$ cat config.mk
export PLATFORM = sky130hd
export DESIGN_NAME = marker_rle_block_decoder_core
export DESIGN_NICKNAME = d
export VERILOG_FILES = /design/src/design/mrle_pkg.sv /design/src/design/mrle_ctrl.sv /design/src/design/mrle_datapath.sv /design/src/design/marker_rle_block_decoder_core.sv
export SDC_FILE = /design/constraint.sdc
export NUM_CORES = 1
export LEC_CHECK = 0
export BUFFER_PORTS_ARGS = -buffer_cell sky130_fd_sc_hd__buf_2
export CAP_MARGIN = 40
export CORE_MARGIN = 5
export CORE_UTILIZATION = 25
export CTS_CLUSTER_SIZE = 16
export DETAILED_ROUTE_END_ITERATION = 10
export GPL_ROUTABILITY_DRIVEN = 0
export PLACE_DENSITY = 0.49
export SYNTH_ARGS = -nofsm -noshare
export SYNTH_HDL_FRONTEND = slang
export SYNTH_SLANG_ARGS = --single-unit
$ cat constraint.sdc
create_clock -name i_clk -period 7.75 [get_ports i_clk]
set_input_delay 0.3875 -clock i_clk [delete_from_list [all_inputs] [get_ports i_clk]]
set_output_delay 0.3875 -clock i_clk [all_outputs]
set_load 0.02 [all_outputs]
$ cat src/design/mrle_pkg.sv
// Shared types and constants of the marker run-length block decoder.
// Used by mrle_ctrl, mrle_datapath and marker_rle_block_decoder_core; no dependencies.
`default_nettype none

package mrle_pkg;

    localparam int DEF_BLOCK_BYTES = 256;
    localparam int DEF_LANES       = 4;
    localparam int OUT_LANES       = 4;
    localparam int BYTE_W          = 8;
    localparam int LANE_CNT_W      = 3;
    localparam int TOTAL_W         = 9;

    typedef struct packed {
        logic accept;
        logic load;
    } t_dp_cmd;

    typedef struct packed {
        logic has_results;
        logic slot_free;
        logic last_load;
    } t_dp_sts;

endpackage

`default_nettype wire

$ cat src/design/mrle_ctrl.sv
// Controller of the marker run-length block decoder: accepts requests and sequences results.
// Depends on mrle_pkg for the command and status structs.
`default_nettype none

module mrle_ctrl (
    input  wire               i_clk,
    input  wire               i_rst_n,
    input  wire               i_in_valid,
    output logic              o_in_stall,
    input  mrle_pkg::t_dp_sts i_sts,
    output mrle_pkg::t_dp_cmd o_cmd
);

    typedef enum logic {
        ST_IDLE,
        ST_EMIT
    } t_state;

    t_state r_state;
    t_state n_state;
    logic   ready;

    always_comb begin
        ready        = (r_state == ST_IDLE) ||
                       (i_sts.slot_free && i_sts.last_load);
        o_cmd.load   = (r_state == ST_EMIT) && i_sts.slot_free;
        o_cmd.accept = i_in_valid && ready;
        o_in_stall   = !ready;
    end

    always_comb begin
        n_state = r_state;
        case (r_state)
            ST_IDLE: begin
                if (o_cmd.accept && i_sts.has_results) begin
                    n_state = ST_EMIT;
                end
            end
            ST_EMIT: begin
                if (o_cmd.load && i_sts.last_load) begin
                    n_state = (o_cmd.accept && i_sts.has_results) ? ST_EMIT : ST_IDLE;
                end
            end
            default: begin
                n_state = ST_IDLE;
            end
        endcase
    end

    always_ff @(posedge i_clk) begin
        if (!i_rst_n) begin
            r_state <= ST_IDLE;
        end else begin
            r_state <= n_state;
        end
    end

    a_accept_only_on_final_load: assert property (@(posedge i_clk) disable iff (!i_rst_n)
        (o_cmd.accept && r_state == ST_EMIT) |-> (o_cmd.load && i_sts.last_load))
        else $error("Request accepted while results of the previous one remain.");

    a_results_start_emit: assert property (@(posedge i_clk) disable iff (!i_rst_n)
        (o_cmd.accept && i_sts.has_results) |=> (r_state == ST_EMIT))
        else $error("Request with results did not start emission.");

    a_idle_after_final: assert property (@(posedge i_clk) disable iff (!i_rst_n)
        (o_cmd.load && i_sts.last_load && !o_cmd.accept) |=> (r_state == ST_IDLE))
        else $error("Controller did not return to idle after the final result.");

endmodule

`default_nettype wire

$ cat src/design/mrle_datapath.sv
// Datapath of the marker run-length block decoder: decode state, run counter, output register.
// Depends on mrle_pkg; driven by the command struct from mrle_ctrl.
`default_nettype none

module mrle_datapath #(
    parameter int BLOCK_BYTES = mrle_pkg::DEF_BLOCK_BYTES,
    parameter int LANES       = mrle_pkg::DEF_LANES
) (
    input  wire                                     i_clk,
    input  wire                                     i_rst_n,
    input  wire                                     i_cfg_wr_en,
    input  wire  [mrle_pkg::BYTE_W-1:0]             i_cfg_wr_data,
    input  wire  [mrle_pkg::BYTE_W-1:0]             i_data_byte,
    input  wire                                     i_last_in,
    input  wire                                     i_out_stall,
    input  mrle_pkg::t_dp_cmd                       i_cmd,
    output mrle_pkg::t_dp_sts                       o_sts,
    output logic                                    o_out_valid,
    output logic [mrle_pkg::BYTE_W-1:0]             o_lane0,
    output logic [mrle_pkg::BYTE_W-1:0]             o_lane1,
    output logic [mrle_pkg::BYTE_W-1:0]             o_lane2,
    output logic [mrle_pkg::BYTE_W-1:0]             o_lane3,
    output logic [mrle_pkg::LANE_CNT_W-1:0]         o_lane_count,
    output logic                                    o_final_of_item,
    output logic                                    o_block_end,
    output logic                                    o_status,
    output logic [mrle_pkg::TOTAL_W-1:0]            o_byte_total
);

    localparam int EL = (LANES < 1) ? 1 : ((LANES > mrle_pkg::OUT_LANES) ?
                        mrle_pkg::OUT_LANES : LANES);
    localparam int PW = $clog2(BLOCK_BYTES + 1);
    localparam int CW = (PW > mrle_pkg::TOTAL_W) ? PW : mrle_pkg::TOTAL_W;
    localparam int BW = mrle_pkg::BYTE_W;
    localparam logic [BW-1:0] EL_B = BW'(EL);
    localparam logic [CW-1:0] BLOCK_C = CW'(BLOCK_BYTES);

    typedef enum logic [1:0] {
        PH_NORMAL,
        PH_COUNT,
        PH_VALUE
    } t_phase;

    t_phase                         r_phase;
    logic [BW-1:0]                  r_run_count;
    logic [PW-1:0]                  r_produced;
    logic                           r_full;
    logic [BW-1:0]                  r_marker;

    logic [BW-1:0]                  r_left;
    logic [BW-1:0]                  r_value;
    logic                           r_last;
    logic                           r_blk_status;
    logic [mrle_pkg::TOTAL_W-1:0]   r_blk_total;

    logic                           r_out_valid;
    logic [BW-1:0]                  r_lane [mrle_pkg::OUT_LANES];
    logic [mrle_pkg::LANE_CNT_W-1:0] r_lane_count;
    logic                           r_final;
    logic                           r_block_end;
    logic                           r_status;
    logic [mrle_pkg::TOTAL_W-1:0]   r_total;

    logic [CW-1:0]                  copies;
    logic [CW-1:0]                  remain;
    logic [CW-1:0]                  n_copies;
    logic [CW-1:0]                  remain_after;
    logic                           lit;
    logic [BW-1:0]                  n_emit;
    logic [CW-1:0]                  prod_new;
    logic [mrle_pkg::LANE_CNT_W-1:0] cnt;
    logic                           last_load;

    always_comb begin
        copies = '0;
        if (r_phase == PH_VALUE && r_run_count > 8'd1) begin
            copies = CW'(r_run_count - 8'd1);
        end
        remain       = BLOCK_C - CW'(r_produced);
        n_copies     = (copies < remain) ? copies : remain;
        remain_after = remain - n_copies;
        lit          = (remain_after != '0) && (i_data_byte != r_marker);
        if (r_full || r_phase == PH_COUNT) begin
            n_emit = '0;
        end else begin
            n_emit = BW'(n_copies + CW'(lit));
        end
        prod_new  = CW'(r_produced) + CW'(n_emit);
        cnt       = (r_left >= EL_B) ? mrle_pkg::LANE_CNT_W'(EL) :
                    mrle_pkg::LANE_CNT_W'(r_left);
        last_load = (r_left <= EL_B);
        o_sts.has_results = (n_emit != '0) || i_last_in;
        o_sts.slot_free   = !r_out_valid || !i_out_stall;
        o_sts.last_load   = last_load;
    end

    always_ff @(posedge i_clk) begin
        if (!i_rst_n) begin
            r_phase     <= PH_NORMAL;
            r_run_count <= '0;
            r_produced  <= '0;
            r_full      <= 1'b0;
            r_marker    <= '0;
            r_left      <= '0;
            r_last      <= 1'b0;
            r_out_valid <= 1'b0;
        end else begin
            if (i_cfg_wr_en) begin
                r_marker <= i_cfg_wr_data;
            end

            if (i_cmd.load) begin
                r_out_valid <= 1'b1;
            end else if (!i_out_stall) begin
                r_out_valid <= 1'b0;
            end

            if (i_cmd.accept) begin
                r_left <= n_emit;
            end else if (i_cmd.load) begin
                r_left <= r_left - BW'(cnt);
            end

            if (i_cmd.accept) begin
                r_value <= i_data_byte;
                r_last  <= i_last_in;
                if (i_last_in) begin
                    r_blk_status <= (prod_new != BLOCK_C);
                    r_blk_total  <= prod_new[mrle_pkg::TOTAL_W-1:0];
                    r_phase      <= PH_NORMAL;
                    r_run_count  <= '0;
                    r_produced   <= '0;
                    r_full       <= 1'b0;
                end else if (!r_full) begin
                    if (r_phase == PH_COUNT) begin
                        r_run_count <= i_data_byte;
                        r_phase     <= PH_VALUE;
                    end else begin
                        r_run_count <= '0;
                        r_phase     <= ((remain_after != '0) && (i_data_byte == r_marker)) ?
                                       PH_COUNT : PH_NORMAL;
                    end
                    r_produced <= PW'(prod_new);
                    r_full     <= (prod_new == BLOCK_C);
                end
            end
        end
    end

    always_ff @(posedge i_clk) begin
        if (i_cmd.load) begin
            for (int j = 0; j < mrle_pkg::OUT_LANES; j++) begin
                r_lane[j] <= (mrle_pkg::LANE_CNT_W'(j) < cnt) ? r_value : '0;
            end
            r_lane_count <= cnt;
            r_final      <= last_load;
            r_block_end  <= last_load && r_last;
            r_status     <= last_load && r_last && r_blk_status;
            r_total      <= (last_load && r_last) ? r_blk_total : '0;
        end
    end

    assign o_out_valid     = r_out_valid;
    assign o_lane0         = r_lane[0];
    assign o_lane1         = r_lane[1];
    assign o_lane2         = r_lane[2];
    assign o_lane3         = r_lane[3];
    assign o_lane_count    = r_lane_count;
    assign o_final_of_item = r_final;
    assign o_block_end     = r_block_end;
    assign o_status        = r_status;
    assign o_byte_total    = r_total;

    a_lane_count_range: assert property (@(posedge i_clk) disable iff (!i_rst_n)
        r_out_valid |-> (r_lane_count <= mrle_pkg::LANE_CNT_W'(EL)))
        else $error("Result carries more lanes than configured.");

    a_block_end_is_final: assert property (@(posedge i_clk) disable iff (!i_rst_n)
        (r_out_valid && r_block_end) |-> r_final)
        else $error("Block end on a result that is not the last of its request.");

    a_status_only_on_end: assert property (@(posedge i_clk) disable iff (!i_rst_n)
        (r_out_valid && !r_block_end) |-> (!r_status && r_total == '0))
        else $error("Status or total present without block end.");

    a_produced_bound: assert property (@(posedge i_clk) disable iff (!i_rst_n)
        (CW'(r_produced) <= BLOCK_C) && (r_full == (CW'(r_produced) == BLOCK_C)))
        else $error("Produced byte count out of step with the full flag.");

endmodule

`default_nettype wire

$ cat src/design/marker_rle_block_decoder_core.sv
// Top level of the marker run-length block decoder: controller plus datapath.
// Depends on mrle_pkg, mrle_ctrl and mrle_datapath.
//
// Encoded bytes arrive one request at a time on the input channel (i_in_valid,
// o_in_stall, i_data_byte, i_last_in). Decoded bytes leave packed up to LANES per
// result on the output channel (o_out_valid, i_out_stall and the result fields).
// The marker byte is written through i_cfg_wr_en and i_cfg_wr_data; the user must
// write it while idle; the block does not enforce this. A request that decodes n
// bytes gives ceil(n / LANES) results, or one empty result when it ends a block
// and decodes nothing; marker and count bytes without the end flag give none.
// Results are loaded into the output register one per cycle while the receiver
// takes them. The next request is accepted in the cycle the final result of the
// current one is loaded, so literals sustain one request per cycle while the
// receiver takes them; a run occupies the result sequencer until its final result
// is loaded. A stalled result holds in the output register and backs up into
// o_in_stall. Reset clears the decode state, marker byte and output valid flag.
`default_nettype none

module marker_rle_block_decoder_core #(
    parameter int BLOCK_BYTES = mrle_pkg::DEF_BLOCK_BYTES,
    parameter int LANES       = mrle_pkg::DEF_LANES
) (
    input  wire                              i_clk,
    input  wire                              i_rst_n,
    input  wire                              i_cfg_wr_en,
    input  wire  [mrle_pkg::BYTE_W-1:0]      i_cfg_wr_data,
    input  wire                              i_in_valid,
    output logic                             o_in_stall,
    input  wire  [mrle_pkg::BYTE_W-1:0]      i_data_byte,
    input  wire                              i_last_in,
    output logic                             o_out_valid,
    input  wire                              i_out_stall,
    output logic [mrle_pkg::BYTE_W-1:0]      o_lane0,
    output logic [mrle_pkg::BYTE_W-1:0]      o_lane1,
    output logic [mrle_pkg::BYTE_W-1:0]      o_lane2,
    output logic [mrle_pkg::BYTE_W-1:0]      o_lane3,
    output logic [mrle_pkg::LANE_CNT_W-1:0]  o_lane_count,
    output logic                             o_final_of_item,
    output logic                             o_block_end,
    output logic                             o_status,
    output logic [mrle_pkg::TOTAL_W-1:0]     o_byte_total
);

    mrle_pkg::t_dp_cmd cmd;
    mrle_pkg::t_dp_sts sts;

    mrle_ctrl u_ctrl (
        .i_clk      (i_clk),
        .i_rst_n    (i_rst_n),
        .i_in_valid (i_in_valid),
        .o_in_stall (o_in_stall),
        .i_sts      (sts),
        .o_cmd      (cmd)
    );

    mrle_datapath #(
        .BLOCK_BYTES (BLOCK_BYTES),
        .LANES       (LANES)
    ) u_datapath (
        .i_clk           (i_clk),
        .i_rst_n         (i_rst_n),
        .i_cfg_wr_en     (i_cfg_wr_en),
        .i_cfg_wr_data   (i_cfg_wr_data),
        .i_data_byte     (i_data_byte),
        .i_last_in       (i_last_in),
        .i_out_stall     (i_out_stall),
        .i_cmd           (cmd),
        .o_sts           (sts),
        .o_out_valid     (o_out_valid),
        .o_lane0         (o_lane0),
        .o_lane1         (o_lane1),
        .o_lane2         (o_lane2),
        .o_lane3         (o_lane3),
        .o_lane_count    (o_lane_count),
        .o_final_of_item (o_final_of_item),
        .o_block_end     (o_block_end),
        .o_status        (o_status),
        .o_byte_total    (o_byte_total)
    );

endmodule

`default_nettype wire

==> After elaboration in Yosys (flattened, before gate mapping) <==
Memory sizes are Yosys's and may differ from the RTL's.
Index checks and enable logic that the tools add are counted.
Widths: inputs -> output; s select.
{ "classes": {"mux": 28, "n_lt_le_gt_ge": 8, "reduce_logical": 23, "addsub": 6, "eq_ne": 8, "bitwise_logic": 1} }
{ "ops": {"columns": ["op", "n"], "rows": [
  ["$mux 8", 10],
  ["$mux 9", 4],
  ["$logic_and 1x1->1", 10],
  ["$add 9x8->9", 1],
  ["$eq 9x9->1 const B", 1],
  ["$lt 9x9->1", 1],
  ["$mux 1", 9],
  ["$ne 9x9->1 const B", 1],
  ["$reduce_bool 9->1", 1],
  ["$sub 8x1->9 const B", 1],
  ["$sub 9x9->9", 1],
  ["$sub 9x9->9 const A", 1],
  ["$add 8x1->8", 1],
  ["$eq 8x8->1", 1],
  ["$ge 8x3->1 const B", 1],
  ["$gt 8x1->1 const B", 1],
  ["$le 8x3->1 const B", 1],
  ["$ne 8x8->1", 1],
  ["$reduce_bool 8->1", 1],
  ["$sub 8x3->8", 1],
  ["$lt 1x3->1 const A", 2],
  ["$lt 2x3->1 const A", 2],
  ["$mux 2", 3],
  ["$logic_or 1x1->1", 4],
  ["other kinds (11)", 14]
]} }
{ "word_totals": {"ram_bits": 32, "output_inout_bits": 49, "memories": 1, "ff_bits": 72, "wordCells": 92} }
{ "memory_table": {"columns": ["memory", "depth", "width", "read_ports", "rd_ports_with_merged_regs", "wr", "line_no", "source"], "rows": [
  ["u_datapath.r_lane", 4, 8, 4, 0, 4, "mrle_datapath.sv:57", "logic [BW-1:0] r_lane [mrle_pkg::OUT_LANES];"]
]} }

==> Longest topological paths before layout <==
{ "logic_depth": {"ltp_word": 16, "ltp_mapped": 38, "ltp_nobuf": 34} }

==> By module <==
Synthesis repeated with hierarchy kept, for this count alone.
{ "unflattened": {"cells_unflattened": 599, "hier_area_um2": 5947.0} }
{ "modules_own_cells": {"columns": ["module", "n_inst", "cells_per_inst", "area_per_inst_um2"], "rows": [
  ["mrle_datapath", 1, 593, 5880.6],
  ["mrle_ctrl", 1, 6, 66.3]
]} }

==> Worst setup path before layout <==
OpenSTA, ideal clock, no wires.
{ "synth_path": {"path_kind": "register -> register", "from": "register u_datapath.r_run_count[0]", "to": "register u_datapath.r_blk_status (data pin)", "path_slack_ns": -0.149, "required_time_ns": 7.478, "n_path_buf": 4, "t_arrival_ns": 7.627, "path_stages_with_launch": 36, "path_cell_list": "dfxtp_1 -> buf_2 -> inv_1 -> ha_1 -> or3b_2 -> buf_2 -> o31ai_1 -> a21oi_1 -> ha_1 -> nand4_1 -> a211o_1 -> a21oi_1 -> or2_1 -> buf_2 -> clkbuf_1 -> nand2_1 -> o31ai_1 -> ha_1 -> nor2b_1 -> o211a_1 -> o41ai_1 -> mux2_2 -> o31a_1 -> a2111oi_4 -> nor2_1 -> ha_1 -> ha_1 -> or3_1 -> mux2i_1 -> ha_1 -> a21oi_1 -> o21ai_1 -> a21oi_1 -> xnor2_1 -> or4_1 -> or4_1"} }
{ "synth_via": {"elab_chain_len": 12} }
{ "synth_rtl": {"columns": ["item", "line_no", "source"], "rows": [
  ["start, declared", "mrle_datapath.sv:45", "logic [BW-1:0] r_run_count;"],
  ["start signal, assigned", "mrle_datapath.sv:136", "r_run_count <= i_data_byte;"],
  ["$gt 8x1->1", "mrle_datapath.sv:76", "if (r_phase == PH_VALUE && r_run_count > 8'd1) begin"],
  ["$logic_and 1x1->1", "mrle_datapath.sv:76", null],
  ["$mux 9 (*)", "mrle_datapath.sv:76", null],
  ["$lt 9x9->1", "mrle_datapath.sv:80", "n_copies = (copies < remain) ? copies : remain;"],
  ["$mux 9 (*)", "mrle_datapath.sv:80", null],
  ["$sub 9x9->9", "mrle_datapath.sv:81", "remain_after = remain - n_copies;"],
  ["$reduce_bool 9->1", "mrle_datapath.sv:82", "lit = (remain_after != '0) && (i_data_byte != r_marker);"],
  ["$logic_and 1x1->1", "mrle_datapath.sv:82", null],
  ["$add 8x1->8 (*)", "mrle_datapath.sv:86", "n_emit = BW'(n_copies + CW'(lit));"],
  ["$mux 8 (*)", "mrle_datapath.sv:83", "if (r_full || r_phase == PH_COUNT) begin"],
  ["$add 9x8->9 (*)", "mrle_datapath.sv:88", "prod_new = CW'(r_produced) + CW'(n_emit);"],
  ["via u_datapath.prod_new[5]", "mrle_datapath.sv:70", "logic [CW-1:0] prod_new;"],
  ["$ne 9x9->1 (*)", "mrle_datapath.sv:128", "r_blk_status <= (prod_new != BLOCK_C);"],
  ["end signal, assigned", "mrle_datapath.sv:128", null],
  ["end, declared", "mrle_datapath.sv:53", "logic r_blk_status;"]
]} }
Mark *: on every way through the listed nets, which the timed path passes. The rest lies on a longest branch.
A chain may end at the register's enable or synchronous reset.

==> Worst setup path in the final report <==
{ "layout_path": {"from": "register u_datapath.r_produced[5]", "to": "register u_datapath.r_blk_status (data pin)"} }
{ "layout_via": {"elab_chain_len": 10} }
{ "layout_rtl": {"columns": ["item", "line_no", "source"], "rows": [
  ["start, declared", "mrle_datapath.sv:46", "logic [PW-1:0] r_produced;"],
  ["start signal, assigned", "mrle_datapath.sv:143", "r_produced <= PW'(prod_new);"],
  ["$sub 9x9->9 (*)", "mrle_datapath.sv:79", "remain = BLOCK_C - CW'(r_produced);"],
  ["$lt 9x9->1", "mrle_datapath.sv:80", null],
  ["$mux 9", "mrle_datapath.sv:80", null],
  ["$sub 9x9->9", "mrle_datapath.sv:81", null],
  ["$reduce_bool 9->1", "mrle_datapath.sv:82", null],
  ["$logic_and 1x1->1", "mrle_datapath.sv:82", null],
  ["$add 8x1->8 (*)", "mrle_datapath.sv:86", null],
  ["$mux 8 (*)", "mrle_datapath.sv:83", null],
  ["$add 9x8->9 (*)", "mrle_datapath.sv:88", null],
  ["via u_datapath.prod_new[1]", "mrle_datapath.sv:70", null],
  ["$ne 9x9->1 (*)", "mrle_datapath.sv:128", null]
]} }
Marked as above.

==> results.toml <==
[status]
status = "complete, no violations"

[setup_path]
crit_type = "flop to flop"
cpPeakStageDelay_ps = 560
reg2reg_from = "u_datapath.r_produced[5]"
cp-startpoint = "u_datapath.r_produced[5]"
required_ps = 7830
slowest_stage = "or4_4"
critical_path_depth = 29
critPathMaxFanout = 4
crit_path_start_kind = "flop"
end_kind = "flop"
arrival_ps = 7550
cp.buffers_inverters = 5
r2r_cells = 29
path_delay_family = "simple AND/OR/NAND/NOR gates"

[die]
fp.dieW_um = 162.2
num_io_pins = 71
dieHeight_um = 162.2
core_area_um2 = 22710
placement_rows = 55
initial_utilization_pct = 25.50
dieArea_um2 = 26310

[placed_design]
place_area_um2 = 6899
numPortBuffers = 70
dp_hpwl_um = 11260

[grt]
grt_pass1_vias = 4491
gr-usage-met3_pct = 1.497
grt_pass1_wl_um = 23430
grt_max_degree = 42
grt_busiest_layer = "met2"
antenna_found_initial = 0
grt_overflow = 0
gr-usage-met2_pct = 18.57
met1_usage_pct = 14.84
grt_use_total_pct = 11.00

[layout]
insertedDiodeCount = 0
final_util_pct = 33.11
design_area_um2 = 7518
num-fill-cells = 2295
final_common_cell = "buf_2"
area_growth_pct = 29.81
layout.nets = 750
final_cell_mix = "buf_2, buf_4, edfxtp_1"
drive_gt1_share_pct = 30.81

[timing]
skew_ps = 13.10
worst_slew_pin_slew_ps = 958.9
slew_headroom_pct = 35.54
setup_viol = 0
fin_crit_sh_pct = 96.36
drv_slew = 0
final-hold-violation-count = 0
fmax_mhz = 133.9
finalCriticalPeriod_ps = 7468

[clocking]
clockBufferDepth = 2
clockRootBuffer = "clkbuf_16"
numClockSinks = 104
cts_buffers = 9
clkSlewWorstSetupHoldPaths_ps = 80
clock_latency_ps = 350
cts_max_level = 3
cts_tree = "done"

[synthesis]
syn_nets = 623
seq_area_frac_synth_pct = 47.18
yosys_warnings = 0
synth_ff_type = "edfxtp_1"
synth_area_um2 = 5792
syn_avg_cell_area_um2 = 10.18
synthDistinctLibCells = 67
ys_ff_latch = 104
synth_edf_count = 65
syn_inst = 569
async_flop_share_pct = 0

[pwr]
power.leakage_nw = 2.991
ir_drop_mv = 0.1144
power_density_nw_per_um2 = 240.9
total_power_w = 0.001811

[min_path]
hold_path.startpoint = "i_cfg_wr_data[3]"
min_path_type = "input pin to flop"
holdPathStages = 3

[drt]
via_count = 4525
routed_wl_um = 14840
wl_per_cell_um = 15.05
drt-vias-per-instance = 4.589
drtAntennaViolNets = 0
drt_iter0_drc = 177
remaining_drc_errors = 0
drtPass1Iterations = 4

[flow_run]
cap_violations = 0
## cell type report
class                           instances  area (um^2)  area share, %
Inverter                               31        116.4          1.548
Timing Repair Buffer                  138        870.8          11.58
Clock inverter                          7        72.57         0.9652
Clock buffer                            9        225.2          2.996
Multi-Input combinational cell        412         3142          41.79
Tap cell                              285        356.6          4.743
Sequential cell                       104         2735          36.38
## synthesized netlist by cell type (12+ instances only)
master	n	area share, %
edfxtp_1	65	34
nor2_1	53	3.4
dfxtp_1	39	13
a21oi_1	31	2.7
ha_1	31	6.7
nand2_1	31	2.0
nor2b_1	31	3.3
inv_1	27	1.7
xnor2_1	27	4.1
and2_1	25	2.7
clkbuf_1	17	1.1
mux2i_1	13	2.2
nor3_1	12	1.0
## kinds of logic after synthesis
logic type / after synthesis / share of synthesized area [%]
other cells: 1 / 0.06475
simple gates: 209 / 19.23
flops: 104 / 47.18
compound gates: 118 / 14.32
mux: 16 / 2.830
fa+ha+maj: 32 / 7.043
buf+inv: 53 / 3.651
xor+xnor: 36 / 5.682
## path summary, 6_finish.rpt
kind                            slack, ps                 endpoint
worst min-delay path                  280   u_datapath.r_marker[3]
worst min register to register        460        u_datapath.r_last
worst max register to register        280  u_datapath.r_blk_status
worst max-delay path                  280  u_datapath.r_blk_status
## worst register-to-register path, delay by kind of cell (launching register included)
family	cells	cell delay, ps
adders and majority gates	5	1590
muxes	1	290
xor gates and xnor gates	1	60
DFF	1	330
AOI/OAI and AO/OA	6	1310
and+or+nand+nor	11	3130
buffers and inverters	5	490
## metrics by stage
step	setup TNS [ps]	std cells	setup slack (ps)	hold slack, ps
2_1_floorplan	0	569	13.74	431.9
3_3_place_gp	0	961	18.43	441.9
3_5_place_dp	-132.3	964	-132.3	448.1
4_1_cts	0	982	36.03	269.4
5_1_grt	-31.61	986	-31.61	271.5
6_report	0	986	282.0	278.1
## report_power, final
part	internal, W	total, W	switching (W)
clock	0.000229	0.000453	0.000224
combinational	0.000293	0.000672	0.000379
sequential	0.000664	0.000687	0.0000233
total	0.00118	0.00181	0.000627
## state kept, by name (all words and copies together), names as in the netlist, 2 cells and up
name	cells
u_datapath.r_lane	32
u_datapath.o_byte_total	9
u_datapath.r_blk_total	9
u_datapath.r_produced	9
u_datapath.r_left	8
u_datapath.r_marker	8
u_datapath.r_run_count	8
u_datapath.r_value	8
u_datapath.o_lane_count	3
u_datapath.r_phase	2
## routing by layer
| layer | vias up | share of wire [%] |
|---|---|---|
| met2 | 72 | 48 |
| met5 | - | 0 |
| met3 | 7 | 3.7 |
| met4 | 0 | 0.87 |
| li1 | 2308 | - |
| met1 | 2138 | 47 |
## what timing repair did
action,in CTS,in global routing
pin swaps,2,21
hold buffers,0,0
gates resized for setup,11,46
setup endpoints to repair,2,7
cloned,0,0
setup buffers,2,4
No activity file was read; power rests on OpenSTA's default activity.
